==> config.mk <==
export PLATFORM = sky130hd
export DESIGN_NAME = speed_profile_accel_limiter_unit
export DESIGN_NICKNAME = d
export VERILOG_FILES = /design/src/design/splim_pkg.sv /design/src/design/splim_sqrt.sv /design/src/design/speed_profile_accel_limiter_unit.sv
export SDC_FILE = /design/constraint.sdc
export NUM_CORES = 2
export LEC_CHECK = 0
export ABC_AREA = 1
export BUFFER_PORTS_ARGS = -buffer_cell sky130_fd_sc_hd__buf_2
export CAP_MARGIN = 10
export CORE_AREA = 2 2 374 376
export DETAILED_ROUTE_END_ITERATION = 6
export DIE_AREA = 0 0 376 378
export SETUP_SLACK_MARGIN = 0.3
export SYNTH_ARGS = -nofsm -noshare
export SYNTH_HDL_FRONTEND = slang
export SYNTH_SLANG_ARGS = --single-unit
==> constraint.sdc <==
create_clock -name clk -period 9.55 [get_ports clk]
set_clock_uncertainty 0.2 [all_clocks]
set_input_delay 0.4775 -clock clk [delete_from_list [all_inputs] [get_ports clk]]
set_output_delay 0.4775 -clock clk [all_outputs]
set_load 0.005 [all_outputs]
==> src/design/splim_pkg.sv <==
// Shared types, widths and helpers for the speed profile acceleration limiter.
`timescale 1ns / 1ps
`default_nettype none

package splim_pkg;

  // Radicand magnitude stays below 2^50, so its root fits in 25 bits.
  localparam int RAD_W  = 50;
  localparam int ROOT_W = RAD_W / 2;

  // Configuration register indexes.
  localparam logic [1:0] REG_ACCEL = 2'd0;
  localparam logic [1:0] REG_DECEL = 2'd1;

  // Configuration reset values, Q8.8 m/s^2.
  localparam logic [15:0] ACCEL_RESET = 16'd256;
  localparam logic [15:0] DECEL_RESET = 16'd512;

  // Sequencer states, one-hot.
  typedef enum logic [5:0] {
    ST_IDLE = 6'b000001,
    ST_MULV = 6'b000010,
    ST_MULD = 6'b000100,
    ST_RAD  = 6'b001000,
    ST_SQRT = 6'b010000,
    ST_FIN  = 6'b100000
  } state_t;

  // Control from the sequencer to the square root unit.
  typedef struct packed {
    logic start;
  } sqrt_ctrl_t;

  // Status from the square root unit back to the sequencer.
  typedef struct packed {
    logic busy;
    logic done;
  } sqrt_stat_t;

  // Clamp a signed 26-bit speed to the range 0 .. 32767.
  function automatic logic signed [15:0] clamp_speed(input logic signed [25:0] val);
    logic signed [15:0] res;
    if (val[25]) begin
      res = 16'sd0;
    end else if (val > 26'sd32767) begin
      res = 16'sd32767;
    end else begin
      res = val[15:0];
    end
    return res;
  endfunction

endpackage

`default_nettype wire

==> src/design/splim_sqrt.sv <==
// Iterative floor square root, two radicand bits per cycle.
`timescale 1ns / 1ps
`default_nettype none

module splim_sqrt import splim_pkg::*; (
  input  wire logic              clk,
  input  wire logic              rst,
  input  wire sqrt_ctrl_t        ctrl,
  input  wire logic [RAD_W-1:0]  radicand,
  output sqrt_stat_t             stat,
  output logic [ROOT_W-1:0]      root
);

  localparam logic [RAD_W-1:0] START_PROBE = RAD_W'(1) << (RAD_W - 2);
  localparam logic [RAD_W-1:0] LAST_PROBE  = RAD_W'(1);

  logic [RAD_W-1:0] rem;
  logic [RAD_W-1:0] res;
  logic [RAD_W-1:0] probe;
  logic [RAD_W-1:0] trial;
  logic             busy;
  logic             done;

  // Trial subtrahend for the current digit.
  assign trial = res + probe;

  // Control flags.
  always_ff @(posedge clk) begin
    if (rst) begin
      busy <= 1'b0;
      done <= 1'b0;
    end else begin
      done <= 1'b0;
      if (ctrl.start) begin
        busy <= 1'b1;
      end else if (busy && probe == LAST_PROBE) begin
        busy <= 1'b0;
        done <= 1'b1;
      end
    end
  end

  // Datapath: one restoring step per cycle.
  always_ff @(posedge clk) begin
    if (ctrl.start) begin
      rem   <= radicand;
      res   <= '0;
      probe <= START_PROBE;
    end else if (busy) begin
      if (rem >= trial) begin
        rem <= rem - trial;
        res <= (res >> 1) + probe;
      end else begin
        res <= res >> 1;
      end
      probe <= probe >> 2;
    end
  end

  assign stat.busy = busy;
  assign stat.done = done;
  assign root      = res[ROOT_W-1:0];

endmodule

`default_nettype wire

==> src/design/speed_profile_accel_limiter_unit.sv <==
// Top level of the speed profile acceleration limiter.
// Path: a first point or a point at the previous speed goes from idle straight to the final state;
// others pass the multiply states and the radicand state, then go to the final state on a negative
// radicand, else run the 25-step square root first. Throughput: one item at a time; the next item
// is accepted once the sequencer leaves its final state, which a stalled output register delays.
// Reset (synchronous): limits return to 256 and 512, previous position and speed to zero.
`timescale 1ns / 1ps
`default_nettype none

module speed_profile_accel_limiter_unit import splim_pkg::*; (
  input  wire logic               clk,
  input  wire logic               rst,
  input  wire logic               cfg_valid,
  output logic                    cfg_ready,
  input  wire logic [1:0]         cfg_index,
  input  wire logic [15:0]        cfg_data,
  input  wire logic               in_valid,
  output logic                    in_ready,
  input  wire logic signed [31:0] downtrack,
  input  wire logic signed [15:0] target_speed,
  input  wire logic               first_point,
  output logic                    out_valid,
  input  wire logic               out_ready,
  output logic signed [15:0]      limited_speed
);

  state_t state;

  logic [15:0]        max_accel;
  logic [15:0]        max_decel;
  logic signed [31:0] prev_position;
  logic signed [15:0] last_speed;

  logic signed [31:0] pos;
  logic signed [15:0] tgt;
  logic signed [32:0] delta_pos;
  logic               going_up;
  logic [30:0]        vsq;
  logic signed [48:0] term;
  logic signed [15:0] result;

  logic signed [32:0] mul_a;
  logic signed [16:0] mul_b;
  logic signed [49:0] mul_p;
  logic signed [50:0] rad;
  logic [15:0]        limit_sel;

  sqrt_ctrl_t         sq_ctrl;
  sqrt_stat_t         sq_stat;
  logic [ROOT_W-1:0]  root;
  logic signed [25:0] root_s;
  logic signed [25:0] tgt_s;
  logic signed [25:0] pick;

  logic in_fire;
  logic out_load;

  assign cfg_ready = 1'b1;
  assign in_ready  = (state == ST_IDLE);
  assign in_fire   = in_valid && in_ready;
  assign out_load  = (state == ST_FIN) && (!out_valid || out_ready);

  // Shared multiplier: previous speed squared, then limit times distance.
  assign limit_sel = going_up ? max_accel : max_decel;
  assign mul_a = (state == ST_MULD) ? delta_pos : {{17{last_speed[15]}}, last_speed};
  assign mul_b = (state == ST_MULD) ? {1'b0, limit_sel} : {last_speed[15], last_speed};
  assign mul_p = mul_a * mul_b;

  // Radicand: v_prev^2 plus or minus twice the limit-distance product.
  always_comb begin
    if (going_up) begin
      rad = {20'd0, vsq} + {term[48], term, 1'b0};
    end else begin
      rad = {20'd0, vsq} - {term[48], term, 1'b0};
    end
  end

  assign sq_ctrl.start = (state == ST_RAD) && !rad[50];

  splim_sqrt u_sqrt (
    .clk      (clk),
    .rst      (rst),
    .ctrl     (sq_ctrl),
    .radicand (rad[RAD_W-1:0]),
    .stat     (sq_stat),
    .root     (root)
  );

  // Bound selection: cap a rise, floor a fall.
  assign root_s = {1'b0, root};
  assign tgt_s  = {{10{tgt[15]}}, tgt};
  always_comb begin
    if (going_up) begin
      pick = (tgt_s < root_s) ? tgt_s : root_s;
    end else begin
      pick = (tgt_s > root_s) ? tgt_s : root_s;
    end
  end

  // Configuration registers.
  always_ff @(posedge clk) begin
    if (rst) begin
      max_accel <= ACCEL_RESET;
      max_decel <= DECEL_RESET;
    end else if (cfg_valid) begin
      case (cfg_index)
        REG_ACCEL: max_accel <= cfg_data;
        REG_DECEL: max_decel <= cfg_data;
        default: ;
      endcase
    end
  end

  // Sequencer, trajectory state and output register.
  always_ff @(posedge clk) begin
    if (rst) begin
      state         <= ST_IDLE;
      out_valid     <= 1'b0;
      prev_position <= '0;
      last_speed    <= '0;
    end else begin
      if (out_load) begin
        out_valid <= 1'b1;
      end else if (out_ready) begin
        out_valid <= 1'b0;
      end
      case (state)
        ST_IDLE: begin
          if (in_fire) begin
            if (first_point) begin
              state <= ST_FIN;
            end else if (target_speed == last_speed) begin
              state <= ST_FIN;
            end else begin
              state <= ST_MULV;
            end
          end
        end
        ST_MULV: state <= ST_MULD;
        ST_MULD: state <= ST_RAD;
        ST_RAD: begin
          state <= rad[50] ? ST_FIN : ST_SQRT;
        end
        ST_SQRT: begin
          if (sq_stat.done) begin
            state <= ST_FIN;
          end
        end
        ST_FIN: begin
          if (out_load) begin
            prev_position <= pos;
            last_speed    <= result;
            state         <= ST_IDLE;
          end
        end
        default: state <= ST_IDLE;
      endcase
    end
  end

  // Item datapath registers.
  always_ff @(posedge clk) begin
    case (state)
      ST_IDLE: begin
        if (in_fire) begin
          pos       <= downtrack;
          tgt       <= target_speed;
          delta_pos <= {downtrack[31], downtrack} - {prev_position[31], prev_position};
          going_up  <= target_speed > last_speed;
          if (first_point) begin
            result <= target_speed;
          end else begin
            result <= clamp_speed({{10{target_speed[15]}}, target_speed});
          end
        end
      end
      ST_MULV: vsq  <= mul_p[30:0];
      ST_MULD: term <= mul_p[48:0];
      ST_SQRT: begin
        if (sq_stat.done) begin
          result <= clamp_speed(pick);
        end
      end
      ST_FIN: begin
        if (out_load) begin
          limited_speed <= result;
        end
      end
      default: ;
    endcase
  end

endmodule

`default_nettype wire

Yosys cells after proc, flatten, opt, wreduce, memory -nomap -nowiden
Index checks and enable logic that the tools add are counted.
{"block": "totals", "regBits": 408, "latch_bits": 0, "mem_bits_rw": 0, "rom_bits": 0, "inputBits": 72, "wordCells": 96, "memories": 0}
{"block": "classes", "n_addsub": 6, "mul": 1, "div": 0, "n_lt_le_gt_ge": 6, "n_eq_ne": 12, "shifts": 0, "mux": 31, "n_bitwise": 0, "reduce_logical": 21}
{"cell": "two-way mux 50 bit", "n": 4}
{"cell": "two-way mux 16 bit", "n": 6}
{"cell": "two-way mux 26 bit", "n": 3}
{"cell": "adder 32 x 50 -> 51 bit", "n": 1}
{"cell": "two-way mux 51 bit", "n": 1}
{"cell": "subtractor 32 x 50 -> 51 bit", "n": 1}
{"cell": "adder 49 x 49 -> 50 bit", "n": 1}
{"cell": "adder 50 x 49 -> 50 bit", "n": 1}
{"cell": ">= comparator 50 bit", "n": 1}
{"cell": "subtractor 50 bit", "n": 1}
{"cell": "multiplier 33 x 17 -> 49 bit", "n": 1}
{"cell": "two-way mux 6 bit", "n": 6}
{"cell": "case mux 6 bit (6 select lines)", "n": 1}
{"cell": "two-way mux 33 bit", "n": 1}
{"cell": "subtractor 32 x 32 -> 33 bit", "n": 1}
{"cell": "case mux 16 bit (2 select lines)", "n": 1}
{"cell": "two-way mux 15 bit", "n": 2}
{"cell": "> comparator 16 x 26 -> 1 bit", "n": 1}
{"cell": "> comparator 26 x 16 -> 1 bit (second input constant)", "n": 1}
{"cell": "< comparator 16 x 26 -> 1 bit", "n": 1}
{"cell": "== test 25 x 1 -> 1 bit (second input constant)", "n": 1}
{"cell": "two-way mux 17 bit", "n": 1}
{"cell": "== test 16 bit", "n": 1}
{"cell": "> comparator 16 bit", "n": 1}
{"cell": "other kinds (19)", "n": 37}

Logic depth before layout (Yosys ltp)
{"block": "depth", "ltp_word": 8, "ltp_mapped": 40, "ltp_nobuf": 37}

Hierarchy
From an unflattened synthesis, not the netlist that was laid out.
{"block": "unflattened", "hier_cells": 6770, "hier_area_um2": 50014.2}
{"mod": "speed_profile_accel_limiter_unit", "n_inst": 1, "cells_each": 4282, "area_per_inst_um2": 35419.0, "seq_area_each_um2": 7567.3}
{"mod": "splim_sqrt", "n_inst": 1, "cells_each": 2488, "area_per_inst_um2": 14595.2, "seq_area_each_um2": 3042.9}

Worst setup path before layout
No wires, ideal clock.
{"block": "synth_timing", "kind": "reg2reg", "from": "register state[5]", "to": "register term[45], data pin", "setup_time_ns": 0.262, "arrival_ns": 8.264, "setup_slack_ns": 0.823, "stages_incl_launch_ff": 30, "synth_period_minus_slack_ns": 8.727, "path_cell_list": "dfxtp_1 nor2_1 nand2_1 nor3_1 buf_2 clkbuf_1 o21ai_0 nand2_1 buf_2 nor2_1 fa_1 inv_1 fa_1 fa_1 inv_1 fa_1 fa_1 inv_1 fa_1 inv_1 ha_1 a21oi_1 o21ai_0 a211oi_1 nand2_1 a21oi_1 o21ai_0 a21boi_0 o21bai_1 xor2_1"}
{"block": "synth_between", "elab_chain_cells": 3, "word_cells_on_any_way": 4, "cone_classes": "mul (1); eq/ne (1); mux (2)"}
{"item": "start, declared", "line": "speed_profile_accel_limiter_unit.sv:27", "text": "state_t state;"}
{"item": "start signal, assigned", "line": "speed_profile_accel_limiter_unit.sv:142", "text": "state <= rad[50] ? ST_FIN : ST_SQRT;"}
{"item": "== test 6 x 3 -> 1 bit (*)", "line": "speed_profile_accel_limiter_unit.sv:65, speed_profile_accel_limiter_unit.sv:66"}
{"item": "two-way mux 33 bit / two-way mux 17 bit (equally long branches)", "line": "speed_profile_accel_limiter_unit.sv:65, speed_profile_accel_limiter_unit.sv:66"}
{"item": "multiplier 33 x 17 -> 49 bit (*)", "line": "speed_profile_accel_limiter_unit.sv:67", "text": "assign mul_p = mul_a * mul_b;"}
{"item": "net mul_p[45]", "line": "speed_profile_accel_limiter_unit.sv:44", "text": "logic signed [49:0] mul_p;"}
{"item": "end signal, assigned", "line": "speed_profile_accel_limiter_unit.sv:178", "text": "ST_MULD: term <= mul_p[48:0];"}
{"item": "end, declared", "line": "speed_profile_accel_limiter_unit.sv:39", "text": "logic signed [48:0] term;"}
The timed path passes the listed nets; every way through them passes the cells marked *.
A chain may end at the register's enable or synchronous reset.

Worst setup path after layout
{"block": "layout_timing", "from": "register going_up", "to": "register term[45], data pin"}
{"block": "layout_between", "elab_chain_cells": 3}
{"item": "start, declared", "line": "speed_profile_accel_limiter_unit.sv:37", "text": "logic going_up;"}
{"item": "start signal, assigned", "line": "speed_profile_accel_limiter_unit.sv:169", "text": "going_up <= target_speed > last_speed;"}
{"item": "two-way mux 16 bit", "line": "speed_profile_accel_limiter_unit.sv:64", "text": "assign limit_sel = going_up ? max_accel : max_decel;"}
{"item": "two-way mux 17 bit", "line": "speed_profile_accel_limiter_unit.sv:66", "text": "assign mul_b = (state == ST_MULD) ? {1'b0, limit_sel} : {last_speed[15], last_speed};"}
{"item": "multiplier 33 x 17 -> 49 bit", "line": "speed_profile_accel_limiter_unit.sv:67"}
{"item": "net mul_p[45]", "line": "speed_profile_accel_limiter_unit.sv:44"}
The timed path passes the listed nets, and every way through them passes these cells.

==> summary.md <==
| Metric | Value |
|---|---|
| Status | finished clean |
| Clk pin slew, worst setup/hold paths | 0.06 ns |
| Delay-heaviest family, CP | adder cells |
| Commonest non-fill, non-tap cell in the layout | nand2_1 |
| I/O pin count | 91 |
| Starting Density | 0.3467 |
| Synthesis-to-finish area growth | 10.60% |
| DRC | 0 |
| Root buffer cell | clkbuf_16 |
| Final TNS setup | 0 ns |
| Number of global-route vias before repair | 43106 |
| CP Launch Type | flop |
| Ys Warns | 0 |
| Cell row count | 137 |
| Fmax | 0.1116 GHz |
| LEAKAGE | 24.07 nW |
| CTS sink cnt | 408 |
| Hold Path Class | in2reg |
| Ys flop type | edfxtp_1 |
| #FFs+latches synth | 408 |
| Worst Path Arrival | 9.08 ns |
| Max_cap viols | 0 |
| Syn Area/Cell | 7.617 um2 |
| Largest stage delay, worst path | 0.65 ns |
| Ys async rst share | 0 |
| Worst setup margin | 0.5925 ns |
| TritonCTS Buffers | 47 |
| Final setup viols | 0 |
| Normalized max-slew margin | 0.2287 |
| Via count | 42346 |
| Global-route wire length before repair | 252.3 mm |
| Tmin final | 8.958 ns |
| Grt ovf | 0 |
| HPWL Detailed | 132.7 mm |
| Unique cell type count in the Yosys netlist | 58 |
| First-pass iteration count of the detailed router | 6 |
| Vias/cell | 5.109 |
| Period utilization | 0.9380 |
| Place WS | 0.7710 ns |
| CP Capture Type | flop |
| Final Slew Violations | 0 |
| Routed wire length | 160.7 mm |
| Pin count of the biggest net entering global routing | 78 |
| Pwr Density | 134.6 nW/um2 |
| Actual slew at the worst max-slew pin | 1.150 ns |
| Met2 Use GR | 0.3863 |
| Grt met1 use | 0.2921 |
| RSZ-0062 raised after global routing | true |
| Gpl congestion | 0.9747 |
| DRT antenna net count | 0 |
| Initial antenna violation count | 5 |
| Worst skew pair latency | 0.64 ns |
| Commonest non-fill, non-tap cells in the layout | nand2_1 (1285), inv_1 (1043), nor2_1 (871), fa_1 (533), a21oi_1 (418) |
| GRT Resource Usage Total | 0.2277 |
| Syn Inst Count | 6304 |
| Met3 usage | 0.03352 |
| Setup Crit Path Kind | reg2reg |
| Core ar. | 138500 um2 |
| Iter 0 DRT Violations | 3078 |
| H-tree Lvls | 2 |
| Register area share after synthesis | 0.2210 |
| Worst vdd ir | 0.1562 mV |
| Crit path max fanout | 29 |
| Fin nets | 7363 |
| Die area | 142100 um2 |
| Required @ worst endpoint | 9.68 ns |
| Post-synthesis cell area | 48020 um2 |
| CTS tree | done |
| Slowest cell on the critical path | edfxtp_1 |
| Worst path most repeated cell | fa_1 |
| Proportion of layout cells with a drive suffix above 1 | 0.04756 |
| Die H | 378 um |
| Post-synth EDFFs | 244 |
| Final Hold Violating Endpoints | 0 |
| Buf/Inv on CP | 6 |
| Post-DR wirelength/cell | 19.40 um |
| I/O Buffers | 89 |
| FILL cells | 14469 |
| Max Buffers Root-to-Sink | 3 |
| Die Wd | 376 um |
| Gr busiest metal | met2 |
[metrics by stage]
step / cell area, um2 / total power [mW] / std cells / hold slack [ns] / utilization
after CTS: 53080 / 7.157 / 8283 / 0.003805 / 0.3832
after global routing: 53100 / 7.601 / 8283 / 0.05854 / 0.3834
final: 53110 / 7.149 / 8288 / 0.04551 / 0.3835
after floorplan: 48080 / 4.186 / 6320 / 0.2208 / -
after detailed placement: 50680 / 5.073 / 8128 / 0.2527 / 0.3659
after global placement: 50680 / 5.071 / 8128 / 0.2433 / 0.3659
[flip-flops by register name (all words and copies together) (netlist names), 25 cells and up]
signal / flops
delta_pos: 33
pos: 32
prev_position: 32
term: 49
u_sqrt.probe: 25
u_sqrt.rem: 50
u_sqrt.res: 50
vsq: 31
[synth_stat cells (all sizes together), types with 7 or more instances]
cell    instances  area share
nor4           27      0.0035
o21bai         15      0.0023
edfxtp        244        0.15
clkbuf        108      0.0085
nand4          30      0.0040
nor3           45      0.0047
a21oi         423       0.044
a221oi          7      0.0013
nor2          889       0.071
o21ai         435       0.046
inv          1059       0.083
o21a           25      0.0039
o31ai           9      0.0014
and3            7     0.00091
a31oi          37      0.0048
dfxtp         164       0.068
fa            533        0.22
ha            321       0.084
o22ai          20      0.0026
buf            47      0.0051
a21o           21      0.0033
or2            11      0.0014
nand2        1293        0.10
a21boi         11      0.0017
xor2          154       0.028
xnor2         115       0.021
nand3         180       0.019
o211ai         17      0.0027
clkinv         19      0.0015
[metal layers]
metal | part of all wire | vias up
met5 | 0.00016 | -
met4 | 0.044 | 4
li1 | - | 20241
met1 | 0.42 | 20425
met3 | 0.065 | 308
met2 | 0.47 | 1368
[timing repair]
action,4_1_cts,5_1_grt
hold buffers,67,0
endpoints found under the setup margin,0,2
endpoints found under the hold margin,92,0
gates resized for setup,0,5
setup buffers,0,0
[where the power goes]
part           leakage [nW]  switching (mW)  internal [mW]  total (mW)
clock network         0.824           0.827           1.21        2.03
registers              3.60           0.159           2.08        2.24
logic                  19.6            1.92          0.951        2.88
[worst reg2reg max path, delay by kind of cell (launching register included)]
kind | cells | cell delay, ns
compound gates | 8 | 1.94
xor+xnor | 1 | 0.16
buf+inv | 6 | 1.55
fa+ha+maj | 7 | 3.39
simple gates | 4 | 0.82
flops | 1 | 0.65
[worst paths after layout]
path,startpoint,end,slack [ns],cells past startpoint
worst min register to register,prev_position[12]$_SDFFE_PP0P_,prev_position[12]$_SDFFE_PP0P_,0.26,2
worst max-delay path,going_up$_DFFE_PP_,term[45]$_DFFE_PN_,0.59,26
worst max register to register,going_up$_DFFE_PP_,term[45]$_DFFE_PN_,0.59,26
worst min-delay path,cfg_data[6],max_accel[6]$_SDFFE_PP0P_,0.05,3
[final cells by class]
cell class                      count  area [um2]  area share
Clock buffer                       56        1230     0.02316
Multi-Input combinational cell   4679       32830      0.6182
Timing Repair Buffer              223        1619     0.03049
Antenna cell                        5       12.51   0.0002356
Clock inverter                     32       498.0    0.009376
Tap cell                         1807        2261     0.04257
Inverter                         1078        4046     0.07619
Sequential cell                   408       10610      0.1998
[logic make-up (layout without fill, tap and decap cells)]
group | after synthesis | in the layout | synth area share
buffers and inverters | 1233 | 1389 | 0.09782
other | 2 | 23 | 0.0001564
AND/OR/NAND/NOR | 2494 | 2494 | 0.2077
XOR/XNOR | 269 | 269 | 0.04906
flip-flops | 408 | 408 | 0.2210
adder cells (fa/ha/maj) | 854 | 854 | 0.3059
AO/OA/AOI/OAI | 1044 | 1044 | 0.1185
Power figures use the tool's default switching activity.
